## src/hdl/wgd_pkg.sv

```systemverilog
`timescale 1ns / 1ps

package wgd_pkg;

    localparam int COORD_W   = 16;
    localparam int TIME_W    = 32;
    localparam int BAND_W    = 15;
    localparam int COUNT_W   = 8;
    localparam int EVENT_W   = 3;
    localparam int SIDE_W    = 2;
    localparam int CFG_IDX_W = 2;
    localparam int CFG_DATA_W = 15;

    localparam logic [SIDE_W-1:0] SIDE_NONE  = 2'd0;
    localparam logic [SIDE_W-1:0] SIDE_LEFT  = 2'd1;
    localparam logic [SIDE_W-1:0] SIDE_RIGHT = 2'd2;

    localparam logic [EVENT_W-1:0] EV_NONE    = 3'd0;
    localparam logic [EVENT_W-1:0] EV_START   = 3'd1;
    localparam logic [EVENT_W-1:0] EV_SWING   = 3'd2;
    localparam logic [EVENT_W-1:0] EV_SUCCESS = 3'd3;
    localparam logic [EVENT_W-1:0] EV_TIMEOUT = 3'd4;
    localparam logic [EVENT_W-1:0] EV_LOST    = 3'd5;

    localparam logic [CFG_IDX_W-1:0] CFG_NEUTRAL_BAND    = 2'd0;
    localparam logic [CFG_IDX_W-1:0] CFG_SWINGS_NEEDED   = 2'd1;
    localparam logic [CFG_IDX_W-1:0] CFG_TIMEOUT_SECONDS = 2'd2;

    localparam logic [BAND_W-1:0]  NEUTRAL_BAND_RESET    = 15'd205;
    localparam logic [COUNT_W-1:0] SWINGS_NEEDED_RESET   = 8'd5;
    localparam logic [COUNT_W-1:0] TIMEOUT_SECONDS_RESET = 8'd5;

    localparam logic [COUNT_W-1:0] COUNT_MAX = {COUNT_W{1'b1}};

    typedef struct packed {
        logic signed [COORD_W-1:0] hand_x;
        logic signed [COORD_W-1:0] elbow_x;
        logic signed [COORD_W-1:0] hand_y;
        logic signed [COORD_W-1:0] elbow_y;
        logic [TIME_W-1:0]         now_seconds;
    } frame_t;

    typedef struct packed {
        logic [EVENT_W-1:0] event_res;
        logic [COUNT_W-1:0] swing_count;
        logic [SIDE_W-1:0]  hand_side;
    } result_t;

endpackage

```

## src/hdl/wgd_in_if.sv

```systemverilog
`timescale 1ns / 1ps

interface wgd_in_if;
    logic                                valid;
    logic                                ready;
    logic signed [wgd_pkg::COORD_W-1:0]  hand_x;
    logic signed [wgd_pkg::COORD_W-1:0]  elbow_x;
    logic signed [wgd_pkg::COORD_W-1:0]  hand_y;
    logic signed [wgd_pkg::COORD_W-1:0]  elbow_y;
    logic [wgd_pkg::TIME_W-1:0]          now_seconds;

    modport source (
        output valid, hand_x, elbow_x, hand_y, elbow_y, now_seconds,
        input  ready
    );

    modport sink (
        input  valid, hand_x, elbow_x, hand_y, elbow_y, now_seconds,
        output ready
    );
endinterface

```

## src/hdl/wgd_out_if.sv

```systemverilog
`timescale 1ns / 1ps

interface wgd_out_if;
    logic                          valid;
    logic                          ready;
    logic [wgd_pkg::EVENT_W-1:0]   event_res;
    logic [wgd_pkg::COUNT_W-1:0]   swing_count;
    logic [wgd_pkg::SIDE_W-1:0]    hand_side;

    modport source (
        output valid, event_res, swing_count, hand_side,
        input  ready
    );

    modport sink (
        input  valid, event_res, swing_count, hand_side,
        output ready
    );
endinterface

```

## src/hdl/wave_gesture_detector.sv

```systemverilog
`timescale 1ns / 1ps
// path: the accepted frame passes through the input register, then the result register
// throughput: one item per cycle while the result register is free or being taken; the side, tally
// and start time are registered and feed the very next item, so the state loop sets the rate
// reset: asynchronous active low; clears detection state and pipeline valids,
// and loads the configuration registers with their default values

module wave_gesture_detector (
    input  logic                             clk,
    input  logic                             rst_n,
    input  logic                             cfg_wr_en,
    input  logic [wgd_pkg::CFG_IDX_W-1:0]    cfg_index,
    input  logic [wgd_pkg::CFG_DATA_W-1:0]   cfg_data,
    wgd_in_if.sink                           frame,
    wgd_out_if.source                        result
);

    logic [wgd_pkg::BAND_W-1:0]  neutral_band_reg;
    logic [wgd_pkg::COUNT_W-1:0] swings_needed_reg;
    logic [wgd_pkg::COUNT_W-1:0] timeout_seconds_reg;

    logic                        frame_valid_reg;
    wgd_pkg::frame_t             frame_reg;
    logic                        result_valid_reg;
    wgd_pkg::result_t            result_reg;
    wgd_pkg::result_t            result_next;

    logic [wgd_pkg::SIDE_W-1:0]  side_reg;
    logic [wgd_pkg::SIDE_W-1:0]  side_next;
    logic                        in_progress_reg;
    logic                        in_progress_next;
    logic [wgd_pkg::COUNT_W-1:0] tally_reg;
    logic [wgd_pkg::COUNT_W-1:0] tally_next;
    logic [wgd_pkg::TIME_W-1:0]  start_time_reg;
    logic [wgd_pkg::TIME_W-1:0]  start_time_next;

    logic                                 advance;
    logic                                 accept;
    logic signed [wgd_pkg::COORD_W:0]     dx;
    logic signed [wgd_pkg::COORD_W:0]     band_s;
    logic [wgd_pkg::SIDE_W-1:0]           side_now;
    logic                                 lost;
    logic [wgd_pkg::COUNT_W-1:0]          bumped;
    logic [wgd_pkg::TIME_W-1:0]           elapsed;
    logic [wgd_pkg::EVENT_W-1:0]          ev;

    assign advance      = frame_valid_reg && (!result_valid_reg || result.ready);
    assign frame.ready  = !frame_valid_reg || advance;
    assign accept       = frame.valid && frame.ready;

    assign result.valid       = result_valid_reg;
    assign result.event_res   = result_reg.event_res;
    assign result.swing_count = result_reg.swing_count;
    assign result.hand_side   = result_reg.hand_side;

    // configuration registers
    always_ff @(posedge clk or negedge rst_n)
    begin
        if (!rst_n)
        begin
            neutral_band_reg    <= wgd_pkg::NEUTRAL_BAND_RESET;
            swings_needed_reg   <= wgd_pkg::SWINGS_NEEDED_RESET;
            timeout_seconds_reg <= wgd_pkg::TIMEOUT_SECONDS_RESET;
        end
        else if (cfg_wr_en)
        begin
            case (cfg_index)
                wgd_pkg::CFG_NEUTRAL_BAND:
                    neutral_band_reg <= cfg_data[wgd_pkg::BAND_W-1:0];
                wgd_pkg::CFG_SWINGS_NEEDED:
                    swings_needed_reg <= cfg_data[wgd_pkg::COUNT_W-1:0];
                wgd_pkg::CFG_TIMEOUT_SECONDS:
                    timeout_seconds_reg <= cfg_data[wgd_pkg::COUNT_W-1:0];
                default:
                    ;
            endcase
        end
    end

    // classification and state update
    always_comb
    begin
        dx       = {frame_reg.hand_x[wgd_pkg::COORD_W-1], frame_reg.hand_x}
                 - {frame_reg.elbow_x[wgd_pkg::COORD_W-1], frame_reg.elbow_x};
        band_s   = signed'({2'b00, neutral_band_reg});
        if (dx > band_s)
            side_now = wgd_pkg::SIDE_RIGHT;
        else if (dx < -band_s)
            side_now = wgd_pkg::SIDE_LEFT;
        else
            side_now = wgd_pkg::SIDE_NONE;

        lost    = !(frame_reg.hand_y > frame_reg.elbow_y) && in_progress_reg;
        bumped  = (tally_reg == wgd_pkg::COUNT_MAX) ? wgd_pkg::COUNT_MAX
                                                     : tally_reg + 1'b1;
        elapsed = frame_reg.now_seconds - start_time_reg;

        side_next        = side_reg;
        in_progress_next = in_progress_reg;
        tally_next       = tally_reg;
        start_time_next  = start_time_reg;
        ev               = wgd_pkg::EV_NONE;

        if (lost)
        begin
            ev = wgd_pkg::EV_LOST;
        end
        else if (side_now != wgd_pkg::SIDE_NONE)
        begin
            if (side_reg == wgd_pkg::SIDE_NONE)
            begin
                tally_next       = bumped;
                side_next        = side_now;
                in_progress_next = 1'b1;
                start_time_next  = frame_reg.now_seconds;
                ev               = wgd_pkg::EV_START;
            end
            else if (side_now != side_reg)
            begin
                tally_next = bumped;
                side_next  = side_now;
                if (bumped >= swings_needed_reg)
                    ev = wgd_pkg::EV_SUCCESS;
                else if (elapsed > {{(wgd_pkg::TIME_W-wgd_pkg::COUNT_W){1'b0}},
                                    timeout_seconds_reg})
                    ev = wgd_pkg::EV_TIMEOUT;
                else
                    ev = wgd_pkg::EV_SWING;
            end
        end

        result_next.event_res   = ev;
        result_next.swing_count = lost ? '0 : tally_next;
        result_next.hand_side   = lost ? wgd_pkg::SIDE_NONE : side_next;

        // success, timeout and lost tracking end the detection
        if (lost || ev == wgd_pkg::EV_SUCCESS || ev == wgd_pkg::EV_TIMEOUT)
        begin
            side_next        = wgd_pkg::SIDE_NONE;
            in_progress_next = 1'b0;
            tally_next       = '0;
            start_time_next  = '0;
        end
    end

    always_ff @(posedge clk or negedge rst_n)
    begin
        if (!rst_n)
        begin
            frame_valid_reg  <= 1'b0;
            result_valid_reg <= 1'b0;
            side_reg         <= wgd_pkg::SIDE_NONE;
            in_progress_reg  <= 1'b0;
            tally_reg        <= '0;
            start_time_reg   <= '0;
        end
        else
        begin
            if (frame.ready)
                frame_valid_reg <= frame.valid;
            if (advance)
                result_valid_reg <= 1'b1;
            else if (result.ready)
                result_valid_reg <= 1'b0;
            if (advance)
            begin
                side_reg        <= side_next;
                in_progress_reg <= in_progress_next;
                tally_reg       <= tally_next;
                start_time_reg  <= start_time_next;
            end
        end
    end

    // payload registers
    always_ff @(posedge clk)
    begin
        if (accept)
        begin
            frame_reg.hand_x      <= frame.hand_x;
            frame_reg.elbow_x     <= frame.elbow_x;
            frame_reg.hand_y      <= frame.hand_y;
            frame_reg.elbow_y     <= frame.elbow_y;
            frame_reg.now_seconds <= frame.now_seconds;
        end
        if (advance)
            result_reg <= result_next;
    end

    a_progress_matches_side: assert property (@(posedge clk) disable iff (!rst_n)
        in_progress_reg == (side_reg != wgd_pkg::SIDE_NONE))
        else $error("in_progress out of step with remembered side");

    a_idle_state_clear: assert property (@(posedge clk) disable iff (!rst_n)
        !in_progress_reg |-> (tally_reg == '0 && start_time_reg == '0))
        else $error("state not cleared while idle");

    a_lost_reports_zero: assert property (@(posedge clk) disable iff (!rst_n)
        (result_valid_reg && result_reg.event_res == wgd_pkg::EV_LOST)
        |-> (result_reg.swing_count == '0 && result_reg.hand_side == wgd_pkg::SIDE_NONE))
        else $error("lost tracking result carries stale values");

    a_no_overrun: assert property (@(posedge clk) disable iff (!rst_n)
        (frame_valid_reg && !advance) |-> !frame.ready)
        else $error("input register would be overwritten");

    a_end_clears: assert property (@(posedge clk) disable iff (!rst_n)
        (advance && (result_next.event_res == wgd_pkg::EV_SUCCESS
                     || result_next.event_res == wgd_pkg::EV_TIMEOUT))
        |=> !in_progress_reg)
        else $error("detection not cleared after success or timeout");

endmodule

```

## src/flat_wrapper.sv

```systemverilog
// flat-port wrapper written by rule: the top's interface ports become plain ports
module wave_gesture_detector_flat 
  (clk, rst_n, cfg_wr_en, cfg_index, cfg_data, frame_valid, frame_hand_x, frame_elbow_x, frame_hand_y, frame_elbow_y, frame_now_seconds, frame_ready, result_valid, result_event_res, result_swing_count, result_hand_side, result_ready);
  wgd_in_if frame_i ();
  wgd_out_if result_i ();
  input  logic clk;
  input  logic rst_n;
  input  logic cfg_wr_en;
  input  logic [wgd_pkg::CFG_IDX_W-1:0] cfg_index;
  input  logic [wgd_pkg::CFG_DATA_W-1:0] cfg_data;
  input wire logic [$bits(frame_i.valid)-1:0] frame_valid;
  input wire logic [$bits(frame_i.hand_x)-1:0] frame_hand_x;
  input wire logic [$bits(frame_i.elbow_x)-1:0] frame_elbow_x;
  input wire logic [$bits(frame_i.hand_y)-1:0] frame_hand_y;
  input wire logic [$bits(frame_i.elbow_y)-1:0] frame_elbow_y;
  input wire logic [$bits(frame_i.now_seconds)-1:0] frame_now_seconds;
  output wire logic [$bits(frame_i.ready)-1:0] frame_ready;
  output wire logic [$bits(result_i.valid)-1:0] result_valid;
  output wire logic [$bits(result_i.event_res)-1:0] result_event_res;
  output wire logic [$bits(result_i.swing_count)-1:0] result_swing_count;
  output wire logic [$bits(result_i.hand_side)-1:0] result_hand_side;
  input wire logic [$bits(result_i.ready)-1:0] result_ready;
  assign frame_i.valid = frame_valid;
  assign frame_i.hand_x = frame_hand_x;
  assign frame_i.elbow_x = frame_elbow_x;
  assign frame_i.hand_y = frame_hand_y;
  assign frame_i.elbow_y = frame_elbow_y;
  assign frame_i.now_seconds = frame_now_seconds;
  assign frame_ready = frame_i.ready;
  assign result_valid = result_i.valid;
  assign result_event_res = result_i.event_res;
  assign result_swing_count = result_i.swing_count;
  assign result_hand_side = result_i.hand_side;
  assign result_i.ready = result_ready;
  wave_gesture_detector u_core (.clk(clk), .rst_n(rst_n), .cfg_wr_en(cfg_wr_en), .cfg_index(cfg_index), .cfg_data(cfg_data), .frame(frame_i), .result(result_i));
endmodule
```

## config.mk

```make
export PLATFORM = sky130hd
export DESIGN_NAME = wave_gesture_detector_flat
export DESIGN_NICKNAME = d
export VERILOG_FILES = /design/src/hdl/wgd_pkg.sv /design/src/hdl/wgd_in_if.sv /design/src/hdl/wgd_out_if.sv /design/src/hdl/wave_gesture_detector.sv /design/src/flat_wrapper.sv
export SDC_FILE = /design/constraint.sdc
export NUM_CORES = 1
export LEC_CHECK = 0
export ABC_AREA = 1
export BUFFER_PORTS_ARGS = -buffer_cell sky130_fd_sc_hd__buf_4
export CORE_MARGIN = 2
export CORE_UTILIZATION = 55
export DETAILED_ROUTE_END_ITERATION = 7
export GPL_TIMING_DRIVEN = 1
export HOLD_SLACK_MARGIN = 0.08
export PLACE_DENSITY = 0.8
export RECOVER_POWER = 25
export SYNTH_ARGS = -nofsm -noshare
export SYNTH_HDL_FRONTEND = slang
export SYNTH_SLANG_ARGS = --single-unit
```

## constraint.sdc

```tcl
create_clock -name clk -period 6.98 [get_ports clk]
set_input_delay 0.698 -clock clk [delete_from_list [all_inputs] [get_ports clk]]
set_output_delay 0.698 -clock clk [all_outputs]
set_load 0.02 [all_outputs]
```

==> results of run 1 <==
==> metrics by stage <==
| step | instance area [um2] | util | cells |
|---|---|---|---|
| CTS | 13600 | 0.648 | 1866 |
| floorplan | 11800 | - | 1445 |
| finish | 13600 | 0.648 | 1866 |
| global route | 13600 | 0.648 | 1866 |
| global placement | 13100 | 0.621 | 1834 |
| detailed placement | 13100 | 0.621 | 1834 |
==> synth_stat cells, drive strengths merged, types with 3 or more instances <==
cell type  number
a21boi          3
a21o            4
a21oi          76
a31oi           4
buf             9
clkbuf         11
dfrtp          67
dfstp           9
edfxtp        109
ha            106
inv           237
nand2         380
nand3          89
nand3b         10
nand4          62
nor2          125
nor3           21
o21a            6
o21ai          60
o21bai          8
xnor2           9
xor2           26
==> power by group <==
part           switching [mW]  leakage (nW)  internal, mW
logic                    1.31          4.44         0.693
registers               0.104          2.00          1.38
clock network           0.473         0.281         0.477
total                    1.88          6.73          2.55
==> layer usage <==
metal	vias up	wire [um]
met1	4469	12100
met3	30	1760
met2	291	12000
met4	0	354
met5	-	0
li1	5048	-
==> cell families after synthesis <==
logic type | share of synthesized area
AND/OR/NAND/NOR | 0.256
buffers and inverters | 0.0852
flip-flops | 0.439
AO/OA/AOI/OAI | 0.0785
adder cells (fa/ha/maj) | 0.116
XOR/XNOR | 0.0260
==> final cells by class <==
type | count | area, um2
Clock buffer | 17 | 425
Inverter | 238 | 896
Sequential cell | 185 | 5190
Timing Repair Buffer | 134 | 998
Clock inverter | 15 | 150
Tap cell | 275 | 344
Fill cell | 1772 | 7400
Multi-Input combinational cell | 1002 | 5620
==> final timing paths <==
check | from | to | slack [ns]
max in group asynchronous | rst_n | u_core.swings_needed_reg[1] | 5.92
min in group clk | frame_hand_x[1] | u_core.frame_reg[81] | 0.44
worst max register to register | u_core.frame_reg[80] | u_core.start_time_reg[31] | 2.33
worst max-delay path | u_core.frame_reg[80] | u_core.start_time_reg[31] | 2.33
worst min-delay path | rst_n | u_core.start_time_reg[19] | 0.42
worst min register to register | u_core.start_time_reg[12] | u_core.start_time_reg[12] | 0.48
==> flow_summary.ini, run 1 <==
[outcome]
status = complete, no violations

[clock_tree]
cts_hold_buf = 0
clkTransAtPathRegs_ns = 0.08
clockBufferDepth = 2
htreeDepth = 4
cts_root_buffer = clkbuf_16
cts_resized = 0
cts_tree = built
clkSinkCount = 185
cts_buffers = 17
post_cts_buffers = 0
insertion_delay_ns = 0.45

[synth]
synth_area_leaders = edfxtp_1 28%, dfrtp_1 14%, nand2_1 12%, ha_1 11%, inv_1 7.5%
synth_top_flop_cell = edfxtp_1
ys_async_sr_fraction = 0.411
synth_fp_nets = 1671
synth_edf_count = 109
synth_top_area_cell = edfxtp_1
syn_area_um2 = 11800
ys_warn_count = 0
ys_seq_elements = 185
synth_cells = 1445
synth.distinct_cells = 45
netlist.area_leader.share = 0.277
ys_seq_area_frac = 0.439
avgSynthCellArea_um2 = 8.17

[timing]
skew_ns = 0.0193
worst_pin_slew_ns = 1.04
layout_min_cycle_time_ns = 4.65
finalCritPeriodShare = 0.666
fin_ws_ns = 2.33
hold_viol = 0
slew_violations = 0
rsz0062_at_grt = no
hold_ws_ns = 0.418
slew_headroom = 0.302
setup_viol_count_final = 0
tns_ns = 0
clock.fmax_ghz = 0.215

[critical_path]
end_kind = flip-flop
critPathMaxStageDelay_ns = 0.50
critPathMaxFanout = 35
critical_path_buf_inv_count = 4
cp_top_family = simple AND/OR/NAND/NOR gates
critPathLaunchType = flip-flop
r2r_cells = 29
cp.depth = 29
crit_slowest_cell = nand2_4
crit_type = reg2reg
worstPathRequired_ns = 7.35
arrival_ns = 5.02

[place]
gp_congestion = 0.943
dp_slack_ns = 2.40
portBuffers = 132
dpl.hpwl_um = 20100

[global_route]
grt_pass1_wl_um = 44400
gr-usage-met2 = 0.395
overflow = 0
antenna_found_initial = 0
grtUsageMet3 = 0.0509
grt_usage = 0.246
grt_pass1_vias = 9365
busiest_layer = met2
grt_max_degree = 77
use_met1 = 0.341

[finish]
drive_gt1_frac = 0.119
n_antenna_cell = 0
fin_nets = 1804
largest_reg_flops = 96
layout_commonest_cell = nand2_1
syn_to_final_growth_pct = 15.3
layout_common_cells = 377 x nand2_1, 235 x inv_1, 124 x nor2_1

[drt]
vias_per_cell = 5.27
wl_um = 26200
wire_per_inst_um = 14.1
vias = 9838
drt.antenna.violating_nets = 0
firstDrtPassIters = 6
drt_first_iter_violations = 571
drc_errors = 0

[floorplanning]
die-area_um2 = 22700
fp.dieH_um = 151
die_w_um = 151
rows = 53
design.core.area_um2 = 21000
pin_count = 133
start_util = 0.562

[power_and_ir_drop]
report.power.total_mw = 4.44
p_leak_nw = 6.73
irDropWorstVdd_mv = 0.160
p_per_area_nw_per_um2 = 326

[job]
drv_cap = 0

[hold_path]
holdCritPathClass = in2async
Note: power is estimated with default switching activity, not from simulation.
==> inputs of run 2 (changes only) <==
==> constraint.sdc (replaced) <==
create_clock -name clk -period 4.7 [get_ports clk]
set_input_delay 0.47 -clock clk [delete_from_list [all_inputs] [get_ports clk]]
set_output_delay 0.47 -clock clk [all_outputs]
set_load 0.02 [all_outputs]
==> flow_summary.ini, run 2 (synthesis gave the netlist of run 1 again) <==
[outcome]
status = complete, no violations

[finish]
layout_commonest_cell = nand2_1
syn_to_final_growth_pct = 16.3
n_antenna_cell = 0
fin_nets = 1808
drive_gt1_frac = 0.123
finalCoreUtilization = 0.653
largest_reg_flops = 96
layout_common_cells = 377 x nand2_1, 235 x inv_1, 124 x nor2_1

[drt]
drc_errors = 0
wl_um = 26200
drt_first_iter_violations = 729
vias_per_cell = 5.25
drt.antenna.violating_nets = 0
firstDrtPassIters = 5
vias = 9824
wire_per_inst_um = 14.0

[timing]
clock.fmax_ghz = 0.238
slew_violations = 0
layout_min_cycle_time_ns = 4.21
finalCritPeriodShare = 0.895
hold_viol = 0
rsz0062_at_grt = no
setup_viol_count_final = 0
worst_pin_slew_ns = 1.05
tns_ns = 0
slew_headroom = 0.300
skew_ns = 0.0121

[critical_path]
critPathMaxFanout = 33
arrival_ns = 4.59
worstPathRequired_ns = 5.09
crit_slowest_cell = fa_1
crit_type = reg2reg
critPathMaxStageDelay_ns = 0.42
end_kind = flip-flop
critPathLaunchType = flip-flop
ff2ff_setup_slack_ns = 0.49

[power_and_ir_drop]
p_seq_frac = 0.324
swShare = 0.413
power_frac_comb = 0.450
p_sw_mw = 2.81
irDropWorstVdd_mv = 0.233
internal_power_mw = 4.00
p_per_area_nw_per_um2 = 496
p_leak_nw = 6.79
pwr-share-clk = 0.227

[floorplanning]
die_w_um = 151
start_util = 0.562
pin_count = 133
die-area_um2 = 22700
rows = 53
fp.dieH_um = 151
design.core.area_um2 = 21000

[place]
dpl.hpwl_um = 20000
portBuffers = 132
gp_congestion = 0.929

[clock_tree]
clockBufferDepth = 2
cts_hold_buf = 0
cts_root_buffer = clkbuf_16
insertion_delay_ns = 0.45
clkTransAtPathRegs_ns = 0.08
cts_tree = built
htreeDepth = 4
cts_buffers = 17
clkSinkCount = 185

[global_route]
antenna_found_initial = 0
grt_pass1_wl_um = 44800
grt_max_degree = 77
grt_usage = 0.247
overflow = 0
grt_pass1_vias = 9442

[job]
drv_cap = 0

[hold_path]
holdCritPathClass = in2async
## run 2: cell count changes in the layout (fill, tap and decap cells not counted), sizes merged
cell      previous run  this run
buf                 38        42
bufinv               0         2
clkbuf             113       114
clkinv               6         4
clkinvlp             1         0
## run 2: power groups by stage
stage	sequential (mW)	clock (mW)	combinational [mW]
6_report	2.21	1.54	3.06
3_5_place_dp	2.23	0	2.99
3_3_place_gp	2.23	0	2.92
4_1_cts	2.20	1.56	3.02
5_1_grt	2.24	1.64	3.51
2_1_floorplan	2.26	0	2.20
## run 2: repair_timing
item | in CTS | in global routing
endpoints found under the setup margin | 0 | 18
hold endpoints to repair | 0 | 0
setup buffers | 0 | 1
resized for setup | 0 | 0
## run 2: cell type report
class	count	area, um2
multi-input cells	1002	5620
fillers	1762	7290
well taps	275	344
flip-flops and latches	185	5190
repair buffers	138	1050
inverters	238	896
clock buffers	18	439
clock inverters	14	195
## run 2: per-stage QoR
stage / total power [mW] / std cells / hold slack [ns] / setup slack [ns] / instance area (um2)
after floorplan: 4.46 / 1445 / 0.174 / 1.14 / 11800
after global placement: 5.14 / 1837 / 0.462 / 0.664 / 13100
after detailed placement: 5.22 / 1837 / 0.466 / 0.496 / 13100
after CTS: 6.78 / 1869 / 0.181 / 0.452 / 13700
after global routing: 7.39 / 1870 / 0.193 / 0.0355 / 13700
final: 6.81 / 1870 / 0.193 / 0.494 / 13700
## run 2: worst paths after layout
| path | from | to | depth (start not counted) |
|---|---|---|---|
| worst min register to register | u_core.start_time_reg[25] | u_core.start_time_reg[25] | 2 |
| max in group asynchronous | rst_n | u_core.start_time_reg[3] | 1 |
| min in group clk | frame_elbow_x[5] | u_core.frame_reg[69] | 1 |
| worst min-delay path | rst_n | u_core.start_time_reg[29] | 1 |
| worst max register to register | u_core.frame_reg[80] | u_core.start_time_reg[6] | 29 |
| worst max-delay path | u_core.frame_reg[80] | u_core.start_time_reg[6] | 29 |
## run 2: critical path, delay by kind of cell (launching register included)
family,cells,cell delay [ns]
adder cells (fa/ha/maj),3,0.72
AND/OR/NAND/NOR,20,2.39
flip-flops,1,0.36
AO/OA/AOI/OAI,2,0.40
buffers and inverters,4,0.28
## run 2: per-layer routing
metal,global-route usage,vias to the layer above,part of all wire
met5,0,-,0
met3,0.0512,32,0.067
met4,0.0689,0,0.017
met1,0.347,4442,0.47
met2,0.390,303,0.44
li1,-,5047,-
==> inputs of run 3 (changes only) <==
--- a/config.mk
+++ b/config.mk
@@ -7,6 +7,7 @@
 export LEC_CHECK = 0
 export ABC_AREA = 1
 export BUFFER_PORTS_ARGS = -buffer_cell sky130_fd_sc_hd__buf_4
+export CORE_ASPECT_RATIO = 0.7
 export CORE_MARGIN = 2
 export CORE_UTILIZATION = 55
 export DETAILED_ROUTE_END_ITERATION = 7
==> flow_summary.ini, run 3 (synthesis gave the netlist of run 1 again) <==
[outcome]
status = complete, no violations

[finish]
drive_gt1_frac = 0.126
largest_reg_flops = 96
syn_to_final_growth_pct = 16.4
finalCoreUtilization = 0.657
layout_commonest_cell = nand2_1
n_antenna_cell = 0
multiInputGateArea_um2 = 5660
fill_cells = 1774
fin_nets = 1812
layout_common_cells = 377 x nand2_1, 235 x inv_1, 124 x nor2_1
regArea_um2 = 5190

[clock_tree]
cts_hold_buf = 0
cts_root_buffer = clkbuf_16
htreeDepth = 4
clkTransAtPathRegs_ns = 0.07
cts_buffers = 17
cts_tree = built
insertion_delay_ns = 0.45
clkSinkCount = 185
clockBufferDepth = 2

[place]
portBuffers = 132
dpl.hpwl_um = 22700
gp_congestion = 0.998

[floorplanning]
die-area_um2 = 22700
start_util = 0.565
design.core.area_um2 = 20900
rows = 44
die_w_um = 179
fp.dieH_um = 127
pin_count = 133

[drt]
vias_per_cell = 5.47
wl_um = 29700
firstDrtPassIters = 6
drt.antenna.violating_nets = 0
drc_errors = 0
vias = 10250
wire_per_inst_um = 15.9
drt_first_iter_violations = 1080

[timing]
skew_ns = 0.0183
setup_viol_count_final = 0
layout_min_cycle_time_ns = 4.26
slew_headroom = 0.265
tns_ns = 0
worst_pin_slew_ns = 1.10
rsz0062_at_grt = no
slew_violations = 0
hold_viol = 0
clock.fmax_ghz = 0.235
finalCritPeriodShare = 0.907

[job]
drv_cap = 0

[power_and_ir_drop]
internal_power_mw = 3.98
irDropWorstVdd_mv = 0.372
swShare = 0.425
pwr-share-clk = 0.211
power_frac_comb = 0.468
p_per_area_nw_per_um2 = 503
p_sw_mw = 2.93
p_leak_nw = 6.77
p_seq_frac = 0.321

[critical_path]
critPathLaunchType = flip-flop
crit_type = reg2reg
critPathMaxFanout = 16
worstPathRequired_ns = 5.02
end_kind = flip-flop
arrival_ns = 4.59

[global_route]
overflow = 0
grt_usage = 0.269
grt_pass1_vias = 9691
grt_max_degree = 77
grt_pass1_wl_um = 47600
antenna_found_initial = 0

[hold_path]
holdCritPathClass = in2async
-- run 3: through the flow --
step	cell area, um2	instances	hold WS [ns]	setup slack, ns	total power, mW
detailed placement	13100	1841	0.466	0.334	5.30
finish	13700	1875	0.209	0.437	6.91
CTS	13700	1873	0.179	0.307	6.78
global placement	13100	1841	0.462	0.538	5.19
floorplan	11800	1445	0.174	1.14	4.46
global route	13700	1875	0.197	0.00257	7.42
-- run 3: power by group through the flow --
stage | clock network, mW | logic (mW) | registers, mW
after floorplan | 0 | 2.20 | 2.26
after global placement | 0 | 2.96 | 2.24
after detailed placement | 0 | 3.05 | 2.24
after CTS | 1.48 | 3.08 | 2.22
after global routing | 1.55 | 3.62 | 2.25
final | 1.46 | 3.24 | 2.22
-- run 3: final timing paths --
check | start | endpoint | slack [ns] | cells past startpoint
max | u_core.frame_reg[66] | u_core.start_time_reg[9] | 0.44 | 26
min | rst_n | u_core.neutral_band_reg[1] | 0.21 | 1
max reg2reg | u_core.frame_reg[66] | u_core.start_time_reg[9] | 0.44 | 26
min reg2reg | u_core.start_time_reg[3] | u_core.start_time_reg[3] | 0.48 | 2
max in group asynchronous | rst_n | u_core.start_time_reg[3] | 3.82 | 1
min in group clk | frame_elbow_x[8] | u_core.frame_reg[72] | 0.22 | 1
-- run 3: routing by layer --
layer	vias up	global-route usage	routed length (um)
met2	453	0.382	12100
met5	-	0	0
li1	5056	-	-
met4	0	0.0546	343
met1	4706	0.410	14300
met3	35	0.0779	3070
-- run 3: what timing repair did --
item	CTS	global route
resized for setup	0	8
endpoints found under the setup margin	0	45
setup buffers	0	1
-- run 3: worst max-delay path: stages (launching register included) --
cell      delay (ns)
edfxtp_1        0.33
inv_1           0.04
ha_1            0.36
a21oi_1         0.21
nand2_1         0.19
nand3_2         0.16
nand3_2         0.12
nand2_1         0.11
o211ai_2        0.09
xor2_1          0.29
inv_1           0.08
ha_1            0.28
nand2_1         0.06
nor2_1          0.14
nand3_1         0.09
nor2_1          0.08
nand3_1         0.09
nand4_1         0.14
nand2_1         0.17
nand2_1         0.11
nand2_1         0.07
nor2_1          0.14
nand2_1         0.12
nand3_4         0.22
nand2_4         0.23
nand2_1         0.15
nand2_1         0.06
-- run 3: final cells by class --
cell class / count / share of cell area
multi-input cells: 1003 / 0.412
clock buffers: 19 / 0.0322
repair buffers: 141 / 0.0778
clock inverters: 13 / 0.0105
well taps: 276 / 0.0251
flip-flops and latches: 185 / 0.377
inverters: 238 / 0.0652
